$ cat config.mk
export PLATFORM = sky130hd
export DESIGN_NAME = square_wave_quadrant_accumulator
export DESIGN_NICKNAME = d
export VERILOG_FILES = /design/src/sqa_pkg.sv /design/src/square_wave_quadrant_accumulator.sv /design/src/sqa_ram.sv /design/src/sqa_piece.sv /design/src/sqa_outq.sv
export SDC_FILE = /design/constraint.sdc
export NUM_CORES = 2
export LEC_CHECK = 0
export BUFFER_PORTS_ARGS = -buffer_cell sky130_fd_sc_hd__buf_2
export CORE_MARGIN = 1
export CORE_UTILIZATION = 44
export CTS_CLUSTER_DIAMETER = 80
export DETAILED_ROUTE_END_ITERATION = 6
export GPL_ROUTABILITY_DRIVEN = 1
export GPL_TIMING_DRIVEN = 0
export PLACE_DENSITY = 0.63
export SYNTH_ARGS = -nofsm -noshare
export SYNTH_HDL_FRONTEND = slang
export SYNTH_HIERARCHICAL = 1
export SYNTH_SLANG_ARGS = --single-unit
$ cat constraint.sdc
create_clock -name i_clk -period 22 [get_ports i_clk]
set_clock_uncertainty 0.05 [all_clocks]
set_input_delay 3.3 -clock i_clk [delete_from_list [all_inputs] [get_ports i_clk]]
set_output_delay 3.3 -clock i_clk [all_outputs]
set_load 0.005 [all_outputs]
$ cat src/sqa_pkg.sv
`default_nettype none

package sqa_pkg;

    // interval and sample geometry
    localparam int MAX_LENGTH = 4096;
    localparam int SAMPLE_W   = 16;
    localparam int SUM_W      = 48;
    localparam int CNT_W      = 16;
    localparam int LEN_W      = 13;
    localparam int RND_W      = 4;
    localparam int PIECES     = 12;
    localparam int QUADS      = 4;
    localparam int QUAD_W     = $clog2(QUADS);
    localparam int PIECE_W    = $clog2(PIECES);
    // boundaries and the per-frame threshold stay below this bound
    localparam int BND_W      = $clog2(PIECES * MAX_LENGTH + 16);

    localparam int IN_FIELDS_W = LEN_W + RND_W + 3 * SAMPLE_W;
    localparam int IN_DATA_W   = ((IN_FIELDS_W + 7) / 8) * 8;

    localparam int OUTQ_DEPTH = 2;
    localparam int OUTQ_PTR_W = $clog2(OUTQ_DEPTH);
    localparam int QCNT_W     = $clog2(OUTQ_DEPTH + 1);

    typedef enum logic [1:0] {
        ACT_CLEAR = 2'd0,
        ACT_BEGIN = 2'd1,
        ACT_FRAME = 2'd2,
        ACT_READ  = 2'd3
    } t_action;

    // one quadrant accumulator, sum_a in the low bits
    typedef struct packed {
        logic [CNT_W-1:0] frame_count;
        logic [SUM_W-1:0] sum_c;
        logic [SUM_W-1:0] sum_b;
        logic [SUM_W-1:0] sum_a;
    } t_entry;

    localparam int ENTRY_W    = $bits(t_entry);
    localparam int OUT_DATA_W = ((ENTRY_W + 7) / 8) * 8;

    typedef struct packed {
        logic              last;
        logic [QUAD_W-1:0] quadrant;
        t_entry            entry;
    } t_result;

    typedef struct packed {
        logic              take;
        logic [QUAD_W-1:0] quadrant;
    } t_frame_info;

endpackage

`default_nettype wire

$ cat src/square_wave_quadrant_accumulator.sv
`default_nettype none

// channel   dir  signals                      contents
// s_axis    in   tvalid tready tdata tuser    one command transaction per item
// m_axis    out  tvalid tready tdata tuser    one quadrant report per transaction
//                tlast
//
// frame, clear and begin transactions are taken one per cycle while no read is
// in progress; a frame is read from the quadrant ram in its accept cycle and
// written back in the next cycle; a read holds s_axis_tready low from the cycle
// after its accept until it has issued one ram read per quadrant; reports leave
// through a two-entry output queue, the first one valid once its ram read has
// returned and been pushed; reset (synchronous, active low) zeroes every sum
// and count through per-entry valid bits, so no clearing pass is needed; clear
// does the same; a stalled m_axis holds back the quadrant reads once the queue has
// no room, keeping s_axis_tready low longer; accepted frames never wait on m_axis

module square_wave_quadrant_accumulator (
    input  logic                            i_clk,
    input  logic                            i_rst_n,
    input  logic                            s_axis_tvalid,
    output logic                            s_axis_tready,
    // interval_length, rounding, sample_a, sample_b, sample_c, zero fill
    input  logic [sqa_pkg::IN_DATA_W-1:0]   s_axis_tdata,
    // action
    input  logic [1:0]                      s_axis_tuser,
    output logic                            m_axis_tvalid,
    input  logic                            m_axis_tready,
    // sum_a, sum_b, sum_c, frame_count
    output logic [sqa_pkg::OUT_DATA_W-1:0]  m_axis_tdata,
    // quadrant
    output logic [sqa_pkg::QUAD_W-1:0]      m_axis_tuser,
    output logic                            m_axis_tlast
);

    import sqa_pkg::*;

    // input field slices
    t_action             act;
    logic [LEN_W-1:0]    in_len;
    logic [RND_W-1:0]    in_rnd;
    logic [SAMPLE_W-1:0] in_a;
    logic [SAMPLE_W-1:0] in_b;
    logic [SAMPLE_W-1:0] in_c;

    assign act    = t_action'(s_axis_tuser);
    assign in_len = s_axis_tdata[LEN_W-1:0];
    assign in_rnd = s_axis_tdata[LEN_W +: RND_W];
    assign in_a   = s_axis_tdata[LEN_W + RND_W +: SAMPLE_W];
    assign in_b   = s_axis_tdata[LEN_W + RND_W + SAMPLE_W +: SAMPLE_W];
    assign in_c   = s_axis_tdata[LEN_W + RND_W + 2 * SAMPLE_W +: SAMPLE_W];

    logic in_accept;
    logic do_clear;
    logic do_begin;
    logic do_frame;
    logic do_read;

    assign in_accept = s_axis_tvalid & s_axis_tready;
    assign do_clear  = in_accept && (act == ACT_CLEAR);
    assign do_begin  = in_accept && (act == ACT_BEGIN);
    assign do_frame  = in_accept && (act == ACT_FRAME);
    assign do_read   = in_accept && (act == ACT_READ);

    // interval tracking: which quadrant the current frame lands in
    t_frame_info info;

    sqa_piece u_piece (
        .i_clk      (i_clk),
        .i_rst_n    (i_rst_n),
        .i_begin    (do_begin),
        .i_frame    (do_frame),
        .i_length   (in_len),
        .i_rounding (in_rnd),
        .o_info     (info)
    );

    // read sequencer state
    logic              r_rd_busy;
    logic [QUAD_W-1:0] r_rd_q;
    logic              r_rd_pend;
    logic [QUAD_W-1:0] r_rd_pq;
    logic              rd_issue;

    // output queue status
    logic [QCNT_W-1:0] q_count;
    logic              q_pop;

    assign s_axis_tready = !r_rd_busy;

    // issue the next quadrant read only when the queue can still hold it
    assign rd_issue = r_rd_busy &&
        (({1'b0, q_count} + (QCNT_W + 1)'(r_rd_pend)) <=
         ((QCNT_W + 1)'(OUTQ_DEPTH - 1) + (QCNT_W + 1)'(q_pop)));

    always_ff @(posedge i_clk) begin
        if (!i_rst_n) begin
            r_rd_busy <= 1'b0;
            r_rd_q    <= '0;
            r_rd_pend <= 1'b0;
        end else begin
            r_rd_pend <= rd_issue;
            if (do_read) begin
                r_rd_busy <= 1'b1;
                r_rd_q    <= '0;
            end else if (rd_issue) begin
                r_rd_q <= r_rd_q + 1'b1;
                if (r_rd_q == QUAD_W'(QUADS - 1)) begin
                    r_rd_busy <= 1'b0;
                end
            end
        end
    end

    always_ff @(posedge i_clk) begin
        if (rd_issue) begin
            r_rd_pq <= r_rd_q;
        end
    end

    // frame stage: samples wait here while the ram returns the old entry
    logic                r_acc_vld;
    logic [QUAD_W-1:0]   r_acc_q;
    logic [SAMPLE_W-1:0] r_acc_a;
    logic [SAMPLE_W-1:0] r_acc_b;
    logic [SAMPLE_W-1:0] r_acc_c;

    always_ff @(posedge i_clk) begin
        if (!i_rst_n) begin
            r_acc_vld <= 1'b0;
        end else begin
            r_acc_vld <= info.take;
        end
    end

    always_ff @(posedge i_clk) begin
        if (info.take) begin
            r_acc_q <= info.quadrant;
            r_acc_a <= in_a;
            r_acc_b <= in_b;
            r_acc_c <= in_c;
        end
    end

    // quadrant ram, one entry per quadrant
    logic [ENTRY_W-1:0] ram_rd_data;
    logic               ram_rd_en;
    logic [QUAD_W-1:0]  ram_rd_addr;
    t_entry             n_entry;

    assign ram_rd_en   = info.take | rd_issue;
    assign ram_rd_addr = info.take ? info.quadrant : r_rd_q;

    sqa_ram #(
        .WIDTH (ENTRY_W),
        .DEPTH (QUADS)
    ) u_ram (
        .i_clk     (i_clk),
        .i_wr_en   (r_acc_vld),
        .i_wr_addr (r_acc_q),
        .i_wr_data (n_entry),
        .i_rd_en   (ram_rd_en),
        .i_rd_addr (ram_rd_addr),
        .o_rd_data (ram_rd_data)
    );

    // valid bits: an entry not written since the last clear reads as zero
    logic [QUADS-1:0] r_valid;

    // last write, forwarded to a read of the same entry that returns in the next cycle
    logic              r_wr_vld;
    logic [QUAD_W-1:0] r_wr_q;
    t_entry            r_wr_data;

    logic [QUAD_W-1:0] sel_q;
    t_entry            old_entry;

    // the frame stage and a returning quadrant read never share a cycle
    assign sel_q = r_acc_vld ? r_acc_q : r_rd_pq;

    always_comb begin
        if (r_wr_vld && (r_wr_q == sel_q)) begin
            old_entry = r_wr_data;
        end else if (r_valid[sel_q]) begin
            old_entry = t_entry'(ram_rd_data);
        end else begin
            old_entry = '0;
        end
    end

    // sign-extended samples, wrapping sums and count
    always_comb begin
        n_entry.sum_a = old_entry.sum_a +
            {{(SUM_W - SAMPLE_W){r_acc_a[SAMPLE_W-1]}}, r_acc_a};
        n_entry.sum_b = old_entry.sum_b +
            {{(SUM_W - SAMPLE_W){r_acc_b[SAMPLE_W-1]}}, r_acc_b};
        n_entry.sum_c = old_entry.sum_c +
            {{(SUM_W - SAMPLE_W){r_acc_c[SAMPLE_W-1]}}, r_acc_c};
        n_entry.frame_count = old_entry.frame_count + 1'b1;
    end

    always_ff @(posedge i_clk) begin
        if (!i_rst_n) begin
            r_valid  <= '0;
            r_wr_vld <= 1'b0;
        end else begin
            r_wr_vld <= r_acc_vld & ~do_clear;
            if (do_clear) begin
                r_valid <= '0;
            end else if (r_acc_vld) begin
                r_valid[r_acc_q] <= 1'b1;
            end
        end
    end

    always_ff @(posedge i_clk) begin
        if (r_acc_vld) begin
            r_wr_q    <= r_acc_q;
            r_wr_data <= n_entry;
        end
    end

    // quadrant reports
    t_result push_data;
    t_result head;

    always_comb begin
        push_data.last     = (r_rd_pq == QUAD_W'(QUADS - 1));
        push_data.quadrant = r_rd_pq;
        push_data.entry    = old_entry;
    end

    sqa_outq u_outq (
        .i_clk   (i_clk),
        .i_rst_n (i_rst_n),
        .i_push  (r_rd_pend),
        .i_data  (push_data),
        .o_valid (m_axis_tvalid),
        .i_ready (m_axis_tready),
        .o_data  (head),
        .o_count (q_count),
        .o_pop   (q_pop)
    );

    assign m_axis_tdata = OUT_DATA_W'(head.entry);
    assign m_axis_tuser = head.quadrant;
    assign m_axis_tlast = head.last;

    // the single ram read port is never claimed twice
    a_rd_port: assert property (@(posedge i_clk) disable iff (!i_rst_n)
        !(info.take && rd_issue))
        else $error("frame and quadrant read share the ram read port");

    // returning ram data belongs to exactly one consumer
    a_rd_owner: assert property (@(posedge i_clk) disable iff (!i_rst_n)
        !(r_acc_vld && r_rd_pend))
        else $error("frame stage and quadrant read overlap");

    // credit check keeps the output queue from overflowing
    a_q_room: assert property (@(posedge i_clk) disable iff (!i_rst_n)
        r_rd_pend |-> ((q_count != QCNT_W'(OUTQ_DEPTH)) || q_pop))
        else $error("quadrant report pushed into a full queue");

    // clear wins over a write-back in the same cycle
    a_clear: assert property (@(posedge i_clk) disable iff (!i_rst_n)
        do_clear |=> (r_valid == '0))
        else $error("valid bits survive a clear");

    // a read starts its sweep at quadrant zero and blocks the input
    a_read_start: assert property (@(posedge i_clk) disable iff (!i_rst_n)
        do_read |=> (r_rd_busy && (r_rd_q == '0) && !s_axis_tready))
        else $error("read sweep did not start");

endmodule

`default_nettype wire

$ cat src/sqa_ram.sv
`default_nettype none

module sqa_ram #(
    parameter int WIDTH = 8,
    parameter int DEPTH = 4
) (
    input  logic                     i_clk,
    input  logic                     i_wr_en,
    input  logic [$clog2(DEPTH)-1:0] i_wr_addr,
    input  logic [WIDTH-1:0]         i_wr_data,
    input  logic                     i_rd_en,
    input  logic [$clog2(DEPTH)-1:0] i_rd_addr,
    output logic [WIDTH-1:0]         o_rd_data
);

    logic [WIDTH-1:0] r_mem [DEPTH];
    logic [WIDTH-1:0] r_rd_data;

    always_ff @(posedge i_clk) begin
        if (i_wr_en) begin
            r_mem[i_wr_addr] <= i_wr_data;
        end
        if (i_rd_en) begin
            r_rd_data <= r_mem[i_rd_addr];
        end
    end

    assign o_rd_data = r_rd_data;

endmodule

`default_nettype wire

$ cat src/sqa_piece.sv
`default_nettype none

module sqa_piece (
    input  logic                       i_clk,
    input  logic                       i_rst_n,
    input  logic                       i_begin,
    input  logic                       i_frame,
    input  logic [sqa_pkg::LEN_W-1:0]  i_length,
    input  logic [sqa_pkg::RND_W-1:0]  i_rounding,
    output sqa_pkg::t_frame_info       o_info
);

    import sqa_pkg::*;

    logic               r_active;
    logic [LEN_W-1:0]   r_pos;
    logic [LEN_W-1:0]   r_len;
    logic [BND_W-1:0]   r_thr;
    logic [BND_W-1:0]   r_bnd [PIECES-1];

    logic [LEN_W-1:0]   len_sat;
    logic [PIECES-2:0]  hit;
    logic [PIECE_W-1:0] piece;
    logic [LEN_W-1:0]   pos_inc;
    logic               take;

    always_comb begin
        if (32'(i_length) > MAX_LENGTH) begin
            len_sat = LEN_W'(MAX_LENGTH);
        end else begin
            len_sat = i_length;
        end
    end

    // boundary m is passed once rounding + (m+1)*len <= 12*pos + 11
    always_comb begin
        for (int m = 0; m < PIECES - 1; m++) begin
            hit[m] = (r_bnd[m] <= r_thr);
        end
    end

    assign piece   = PIECE_W'($countones(hit));
    assign take    = i_frame & r_active;
    assign pos_inc = r_pos + 1'b1;

    assign o_info.take     = take;
    assign o_info.quadrant = piece[QUAD_W-1:0];

    always_ff @(posedge i_clk) begin
        if (!i_rst_n) begin
            r_active <= 1'b0;
            r_pos    <= '0;
            r_len    <= '0;
            r_thr    <= '0;
        end else if (i_begin) begin
            r_active <= (len_sat != '0);
            r_pos    <= '0;
            r_len    <= len_sat;
            r_thr    <= BND_W'(PIECES - 1);
        end else if (take) begin
            r_pos <= pos_inc;
            r_thr <= r_thr + BND_W'(PIECES);
            if (pos_inc >= r_len) begin
                r_active <= 1'b0;
            end
        end
    end

    always_ff @(posedge i_clk) begin
        if (i_begin) begin
            for (int m = 0; m < PIECES - 1; m++) begin
                r_bnd[m] <= BND_W'(i_rounding) + BND_W'(m + 1) * BND_W'(len_sat);
            end
        end
    end

endmodule

`default_nettype wire

$ cat src/sqa_outq.sv
`default_nettype none

module sqa_outq (
    input  logic                        i_clk,
    input  logic                        i_rst_n,
    input  logic                        i_push,
    input  sqa_pkg::t_result            i_data,
    output logic                        o_valid,
    input  logic                        i_ready,
    output sqa_pkg::t_result            o_data,
    output logic [sqa_pkg::QCNT_W-1:0]  o_count,
    output logic                        o_pop
);

    import sqa_pkg::*;

    t_result               r_mem [OUTQ_DEPTH];
    logic [OUTQ_PTR_W-1:0] r_wr_ptr;
    logic [OUTQ_PTR_W-1:0] r_rd_ptr;
    logic [QCNT_W-1:0]     r_count;
    logic [OUTQ_PTR_W-1:0] n_wr_ptr;
    logic [OUTQ_PTR_W-1:0] n_rd_ptr;

    assign o_valid = (r_count != '0);
    assign o_pop   = o_valid & i_ready;
    assign o_data  = r_mem[r_rd_ptr];
    assign o_count = r_count;

    always_comb begin
        n_wr_ptr = (r_wr_ptr == OUTQ_PTR_W'(OUTQ_DEPTH - 1)) ? '0 : r_wr_ptr + 1'b1;
        n_rd_ptr = (r_rd_ptr == OUTQ_PTR_W'(OUTQ_DEPTH - 1)) ? '0 : r_rd_ptr + 1'b1;
    end

    always_ff @(posedge i_clk) begin
        if (!i_rst_n) begin
            r_wr_ptr <= '0;
            r_rd_ptr <= '0;
            r_count  <= '0;
        end else begin
            if (i_push) begin
                r_wr_ptr <= n_wr_ptr;
            end
            if (o_pop) begin
                r_rd_ptr <= n_rd_ptr;
            end
            case ({i_push, o_pop})
                2'b10:   r_count <= r_count + 1'b1;
                2'b01:   r_count <= r_count - 1'b1;
                default: r_count <= r_count;
            endcase
        end
    end

    always_ff @(posedge i_clk) begin
        if (i_push) begin
            r_mem[r_wr_ptr] <= i_data;
        end
    end

endmodule

`default_nettype wire

# --- Word-level counts from Yosys, hierarchy flattened ---
# Memories as Yosys holds them, arrays and structs flattened. A register that Yosys moved wholly into a read port is not among the register bits.
# Index checks and enable logic that the tools add are counted.
totals:
  regBits: 271
  mem_bits_rw: 1142
  output_inout_bits: 165
  mem_count: 3
op_classes:
  n_addsub: 34
  multipliers: 7
  magnitude_cmp: 17
  n_eq_ne: 8
  mux: 28
  bitwise: 8
  n_reduce_logical: 21
memory_table:
  columns: ["name", "words", "width", "rd", "rd_ports_with_merged_regs", "wr", "line", "source"]
  rows:
  - ["u_ram.r_mem", 4, 160, 1, 1, 1, "sqa_ram.sv:16", "logic [WIDTH-1:0] r_mem [DEPTH];"]
  - ["u_outq.r_mem", 2, 163, 1, 1, 1, "sqa_outq.sv:17", "t_result r_mem [OUTQ_DEPTH];"]
  - ["u_piece.r_bnd", 11, 16, 11, 0, 11, "sqa_piece.sv:19", "logic [BND_W-1:0] r_bnd [PIECES-1];"]
op_table:
  columns: ["op", "count"]
  rows:
  - ["$mux W160", 2]
  - ["$le A16 B16 Y1", 11]
  - ["$add A48 B48 Y48", 3]
  - ["$add A4 B16 Y16", 7]
  - ["$add A4 B15 Y16", 2]
  - ["$mul A3 B13 Y16 const A", 2]
  - ["$mul A4 B13 Y16 const A", 2]
  - ["$mul A2 B13 Y15 const A", 2]
  - ["$mux W1", 18]
  - ["$add A16 B1 Y16 const B", 1]
  - ["$add A16 B4 Y16 const B", 1]
  - ["$add A4 B14 Y15", 1]
  - ["$mul A3 B13 Y15 const A", 1]
  - ["$add A4 B13 Y14", 1]
  - ["$add A13 B1 Y13 const B", 1]
  - ["$ge A13 B13 Y1", 1]
  - ["$gt A13 B13 Y1 const B", 1]
  - ["$mux W13", 1]
  - ["$reduce_bool A13 Y1", 1]
  - ["$reduce_bool A2 Y1", 6]
  - ["$add A1 B1 Y2", 5]
  - ["$eq A2 B2 Y1 const B", 5]
  - ["$add A2 B2 Y2", 4]
  - ["$mux W4", 2]
  - ["24 further kinds", 42]

# --- Longest topological paths before layout ---
depth:
  ltp_word: 7
  mapped_depth: 24
  depth_no_buf: 21

# --- By module ---
# The synthesis kept the hierarchy.
by_module_without_submodules:
  columns: ["mod", "n_inst", "cells_each", "area_per_inst_um2", "seq_area_each_um2"]
  rows:
  - ["sqa_ram", 1, 1000, 27899.3, 24023.0]
  - ["sqa_piece", 1, 1746, 17708.2, 5495.3]
  - ["square_wave_quadrant_accumulator", 1, 1977, 17292.8, 6626.4]
  - ["sqa_outq", 1, 529, 12245.5, 9889.5]

# --- Least setup slack after synthesis ---
# OpenSTA, ideal clock, no wires.
synth_path:
  kind: "input to register"
  startpoint: "in s_axis_tvalid"
  endpoint: "reg u_piece.r_active"
  setup_ns: 0.125
  arrival_time_ns: 16.104
  required_time_ns: 21.825
  path_slack_ns: 5.721
  stages: 9
  path_buffers: 2
  path_cell_list: "nand2_1 > nor3b_1 > clkbuf_1 > nand2b_1 > clkbuf_1 > nand4bb_1 > a31oi_1 > nor2_1 > nand3_1"
synth_lines:
  columns: ["element", "line", "source"]
  rows:
  - ["start, declared", "square_wave_quadrant_accumulator.sv:21", "input logic s_axis_tvalid,"]
  - ["$and A1 B1 Y1 (*)", "square_wave_quadrant_accumulator.sv:59", "assign in_accept = s_axis_tvalid & s_axis_tready;"]
  - ["$logic_and A1 B1 Y1 (*)", "square_wave_quadrant_accumulator.sv:61", "assign do_begin = in_accept && (act == ACT_BEGIN);"]
  - ["net do_begin", "square_wave_quadrant_accumulator.sv:55", "logic do_begin;"]
  - ["$reduce_bool A2 Y1 (no line)", null, null]
  - ["$reduce_and A2 Y1 (no line)", null, null]
  - ["end signal, assigned", "sqa_piece.sv:56", "r_active <= (len_sat != '0);"]
  - ["end, declared", "sqa_piece.sv:15", "logic r_active;"]
# Mark *: on every way through the listed nets, which the timed path passes. The rest lies on a longest branch.
# A chain may end at the register's enable or synchronous reset.

==> qor.txt <==
Critical Path Start Type: flop
Worst hold path class: reg -> reg
Unrepaired setup endpoints after global routing: false
Iteration count of the initial detailed-routing pass: 6
Number of synthesized flops with an enable pin: 1495
Maximum fanout count along the critical path: 42
Static leakage power: 30.6 nW
Top routing layer in use: met5
Worst Tran Pin Value: 1.41 ns
Global-route wire length before repair: 284 mm
Routability-driven placement congestion ratio: 0.909
Std-Cell Core Area: 169000 um^2
Post-route cell area: 85500 um^2
Data arrival, critical path: 9.56 ns
Crit. End Element: flop
Area growth syn-to-layout: 13.7%
Combinational share of power: 10.3%
Hold buffers post-CTS: 0
Classification of the worst setup path: reg -> reg
Clock power frac: 40.1%
Total Die Area: 172000 um^2
H-tree level count: 4
Share of total power in sequential cells: 49.6%
Number of hold violations in the final report: 0
Commonest cells post-synth: sky130_fd_sc_hd__edfxtp_1 (1495), sky130_fd_sc_hd__nand2_1 (483), sky130_fd_sc_hd__ha_1 (477)
Number of global-route vias before repair: 45600
Antenna violations before repair: 4
Final hold slack: 0.427 ns
Clock input transition at the sequential cells of the worst setup and hold paths: 0.06 ns
Leading area contributor after synthesis: sky130_fd_sc_hd__edfxtp_1
Power per cell area: 78.9 nW/um^2
Core Rows: 151
Detail-routed net length per standard cell: 23.6 um
Horiz. Die Dim: 415 um
Fraction of synthesized cell area taken by the top area cell type: 59.7%
Most common cell in the synthesized netlist: sky130_fd_sc_hd__edfxtp_1
Worst voltage drop across the vdd grid: 0.0713 mV
CTS sink count: 1552
Resized cells post-CTS: 0
Routed length on met2: 95.1 mm
Count of max-cap constraint violations: 0
Distinct cells, synth: 94
Flops & latches, synth: 1552
Largest buffer count on any clock path: 3
Post-synthesis async set-or-reset flop share: 0%
Metal3 WL: 9.86 mm
Outcome: finished clean
Count of yosys warnings during synthesis: 6
Postcts setup bufs: 0
Final net count: 6338
Switching Share: 23.5%
Share of the yosys chip area belonging to registers: 61.3%
Top area cells in the synthesized netlist: sky130_fd_sc_hd__edfxtp_1 (60%), sky130_fd_sc_hd__ha_1 (7.9%), sky130_fd_sc_hd__mux4_2 (4.8%), sky130_fd_sc_hd__xnor2_1 (2.6%), sky130_fd_sc_hd__nand2_1 (2.4%)
Initial cell density of the core: 44.3%
Endpoint required time on the critical path: 22.48 ns
WL met1: 77.1 mm
Syn Std Cell Area: 75100 um^2
Post-layout minimum cycle time: 9.08 ns
Wirelength, routed: 190 mm
Number of buffer cells added on primary ports: 235
Detailed-route via count: 45000
Final global-route overflow total: 0
Total negative setup slack: 0 ns
Total clock buffers created by CTS: 166
Number of ports placed on the die boundary: 243
Root cell of the clock tree: sky130_fd_sc_hd__clkbuf_16
TritonCTS clock tree: built
Worst-case headroom to the max-slew limit: 5.60%
Fin util: 50.4%
Pin count of the biggest net entering global routing: 59
Post-DP HPWL: 134 mm
Most used DFF post-synth: sky130_fd_sc_hd__edfxtp_1
Slew Viols, Final: 0
DR DRC count: 0
Mean Syn Cell Area: 14.3 um^2
Internal power of the cells: 5.15 mW
Post-place instance area: 80200 um^2
Remaining antenna violation count: 0
DRT iter0 DRCs: 3658
Gate Count Post-Synth: 5252
Vias/cell: 5.58
Total routing usage reported by global routing: 22.0%
Fraction of final layout cells with drive strength greater than 1: 16.2%
Clock latency on the worst-skew pair: 0.82 ns
Total power: 6.74 mW
Maximum achievable frequency: 0.110 GHz
Net switching power figure: 1.59 mW
Total of endpoints with negative setup slack in the final report: 0
Vertical die dimension: 415 um
Share of the clock period used by the worst path: 41.3%
-- area by class of cell --
cell class	instances	area (um^2)
buffer	168	827
multi-input combinational	3314	27500
fill	14300	84000
sequential	1552	46000
timing repair buffer	296	2270
antenna	3	7.51
clock buffer	208	4310
clock inverter	85	913
tap	2218	2780
inverter	221	830
-- logic make-up (layout without fill, tap and decap cells) --
| logic type | count (synthesis) | in the layout | synth area share (%) |
|---|---|---|---|
| adders and majority gates | 542 | 542 | 9.66 |
| DFF | 1552 | 1552 | 61.3 |
| muxes | 345 | 345 | 7.88 |
| xor gates and xnor gates | 323 | 323 | 3.78 |
| buffers and inverters | 389 | 978 | 2.20 |
| other | 1 | 7 | 0.00499 |
| and+or+nand+nor | 1096 | 1096 | 6.79 |
| AOI/OAI and AO/OA | 1004 | 1004 | 8.41 |
-- worst paths after layout --
path,endpoint,startpoint,slack [ns],cells past startpoint
max,u_ram/r_mem[0][141],r_acc_vld,12.92,21
max reg2reg,u_ram/r_mem[0][141],r_acc_vld,12.92,21
min,u_piece/r_pos[1],u_piece/r_pos[1],0.43,2
min reg2reg,u_piece/r_pos[1],u_piece/r_pos[1],0.43,2
-- worst max-delay path, stage by stage (launching register included) --
cell and delay [ns]:
sky130_fd_sc_hd__dfxtp_4 0.80, sky130_fd_sc_hd__buf_2 0.35, sky130_fd_sc_hd__mux2i_1 0.28, sky130_fd_sc_hd__xnor2_1 0.13
sky130_fd_sc_hd__nor3b_2 0.46, sky130_fd_sc_hd__buf_2 0.42, sky130_fd_sc_hd__buf_1 0.65, sky130_fd_sc_hd__clkbuf_1 0.61
sky130_fd_sc_hd__clkbuf_1 1.00, sky130_fd_sc_hd__nand2_1 0.11, sky130_fd_sc_hd__o21ai_0 0.37, sky130_fd_sc_hd__ha_1 0.34
sky130_fd_sc_hd__and4_1 0.26, sky130_fd_sc_hd__and3_1 0.28, sky130_fd_sc_hd__nand2_1 0.07, sky130_fd_sc_hd__o32ai_1 0.69
sky130_fd_sc_hd__nor2_1 0.20, sky130_fd_sc_hd__o21ai_0 0.42, sky130_fd_sc_hd__a21oi_1 0.26, sky130_fd_sc_hd__o311ai_0 0.45
sky130_fd_sc_hd__a21oi_1 0.15, sky130_fd_sc_hd__xnor2_1 0.40
-- flip-flops by register name, indices dropped and copies added, names as in the netlist, named ones only --
register          flops
u_ram/r_mem         640
u_outq/r_mem        326
r_wr_data           160
u_ram/o_rd_data     160
u_piece/r_bnd       155
r_acc_a              16
r_acc_b              16
r_acc_c              16
u_piece/r_thr        15
u_piece/r_len        13
u_piece/r_pos        13
r_valid               4
r_acc_q               2
r_rd_pq               2
r_rd_q                2
r_wr_q                2
u_outq/o_count        2
r_acc_vld             1
r_rd_busy             1
r_rd_pend             1
r_wr_vld              1
u_outq/r_rd_ptr       1
u_outq/r_wr_ptr       1
u_piece/r_active      1
-- power by group through the flow --
stage / registers (mW) / clock network (mW) / logic, mW
after CTS: 3.34 / 2.76 / 0.704
after floorplan: 3.41 / 0 / 0.474
after global placement: 3.42 / 0 / 0.675
after detailed placement: 3.41 / 0 / 0.699
final: 3.34 / 2.70 / 0.697
after global routing: 3.35 / 2.87 / 0.769
-- metrics by stage --
step,std cells,worst slack [ns]
floorplan,5255,5.72
global placement,7708,-5.60
CTS,8060,12.85
global route,8062,12.36
detailed placement,7767,12.81
finish,8065,12.92
-- routing by layer --
layer  vias up  global-route usage [%]
met1     22500                    27.7
met4         2                    9.33
li1      20900                       -
met5         -                       0
met3       306                    2.94
met2      1259                    37.9
-- placed cells by master (no fill, tap or decap), types with 14 or more instances in the layout --
master and count:
sky130_fd_sc_hd__mux4_2 160, sky130_fd_sc_hd__buf_2 269, sky130_fd_sc_hd__nand2_1 483, sky130_fd_sc_hd__nand3_1 72, sky130_fd_sc_hd__or3_1 16, sky130_fd_sc_hd__clkinv_1 38
sky130_fd_sc_hd__xor2_1 97, sky130_fd_sc_hd__mux2i_1 20, sky130_fd_sc_hd__dfxtp_1 56, sky130_fd_sc_hd__a21o_1 145, sky130_fd_sc_hd__clkbuf_1 148, sky130_fd_sc_hd__inv_1 217
sky130_fd_sc_hd__mux2_4 70, sky130_fd_sc_hd__o31ai_1 14, sky130_fd_sc_hd__ha_1 477, sky130_fd_sc_hd__o21bai_1 30, sky130_fd_sc_hd__mux2_2 95, sky130_fd_sc_hd__or2_2 19
sky130_fd_sc_hd__buf_6 49, sky130_fd_sc_hd__a41oi_1 14, sky130_fd_sc_hd__clkinv_2 17, sky130_fd_sc_hd__nand4_1 63, sky130_fd_sc_hd__a211oi_1 22, sky130_fd_sc_hd__and3_1 37
sky130_fd_sc_hd__nor2b_1 66, sky130_fd_sc_hd__and2_1 26, sky130_fd_sc_hd__xnor2_1 225, sky130_fd_sc_hd__nand2b_1 35, sky130_fd_sc_hd__edfxtp_1 1495, sky130_fd_sc_hd__fa_1 64
sky130_fd_sc_hd__nor3_1 38, sky130_fd_sc_hd__clkbuf_16 166, sky130_fd_sc_hd__a21oi_1 249, sky130_fd_sc_hd__nor4_1 15, sky130_fd_sc_hd__o21a_1 54, sky130_fd_sc_hd__o21ai_0 314
sky130_fd_sc_hd__o211ai_1 20, sky130_fd_sc_hd__a31oi_1 28, sky130_fd_sc_hd__nor2_1 189, sky130_fd_sc_hd__buf_16 20
Power figures use the tool's default switching activity.
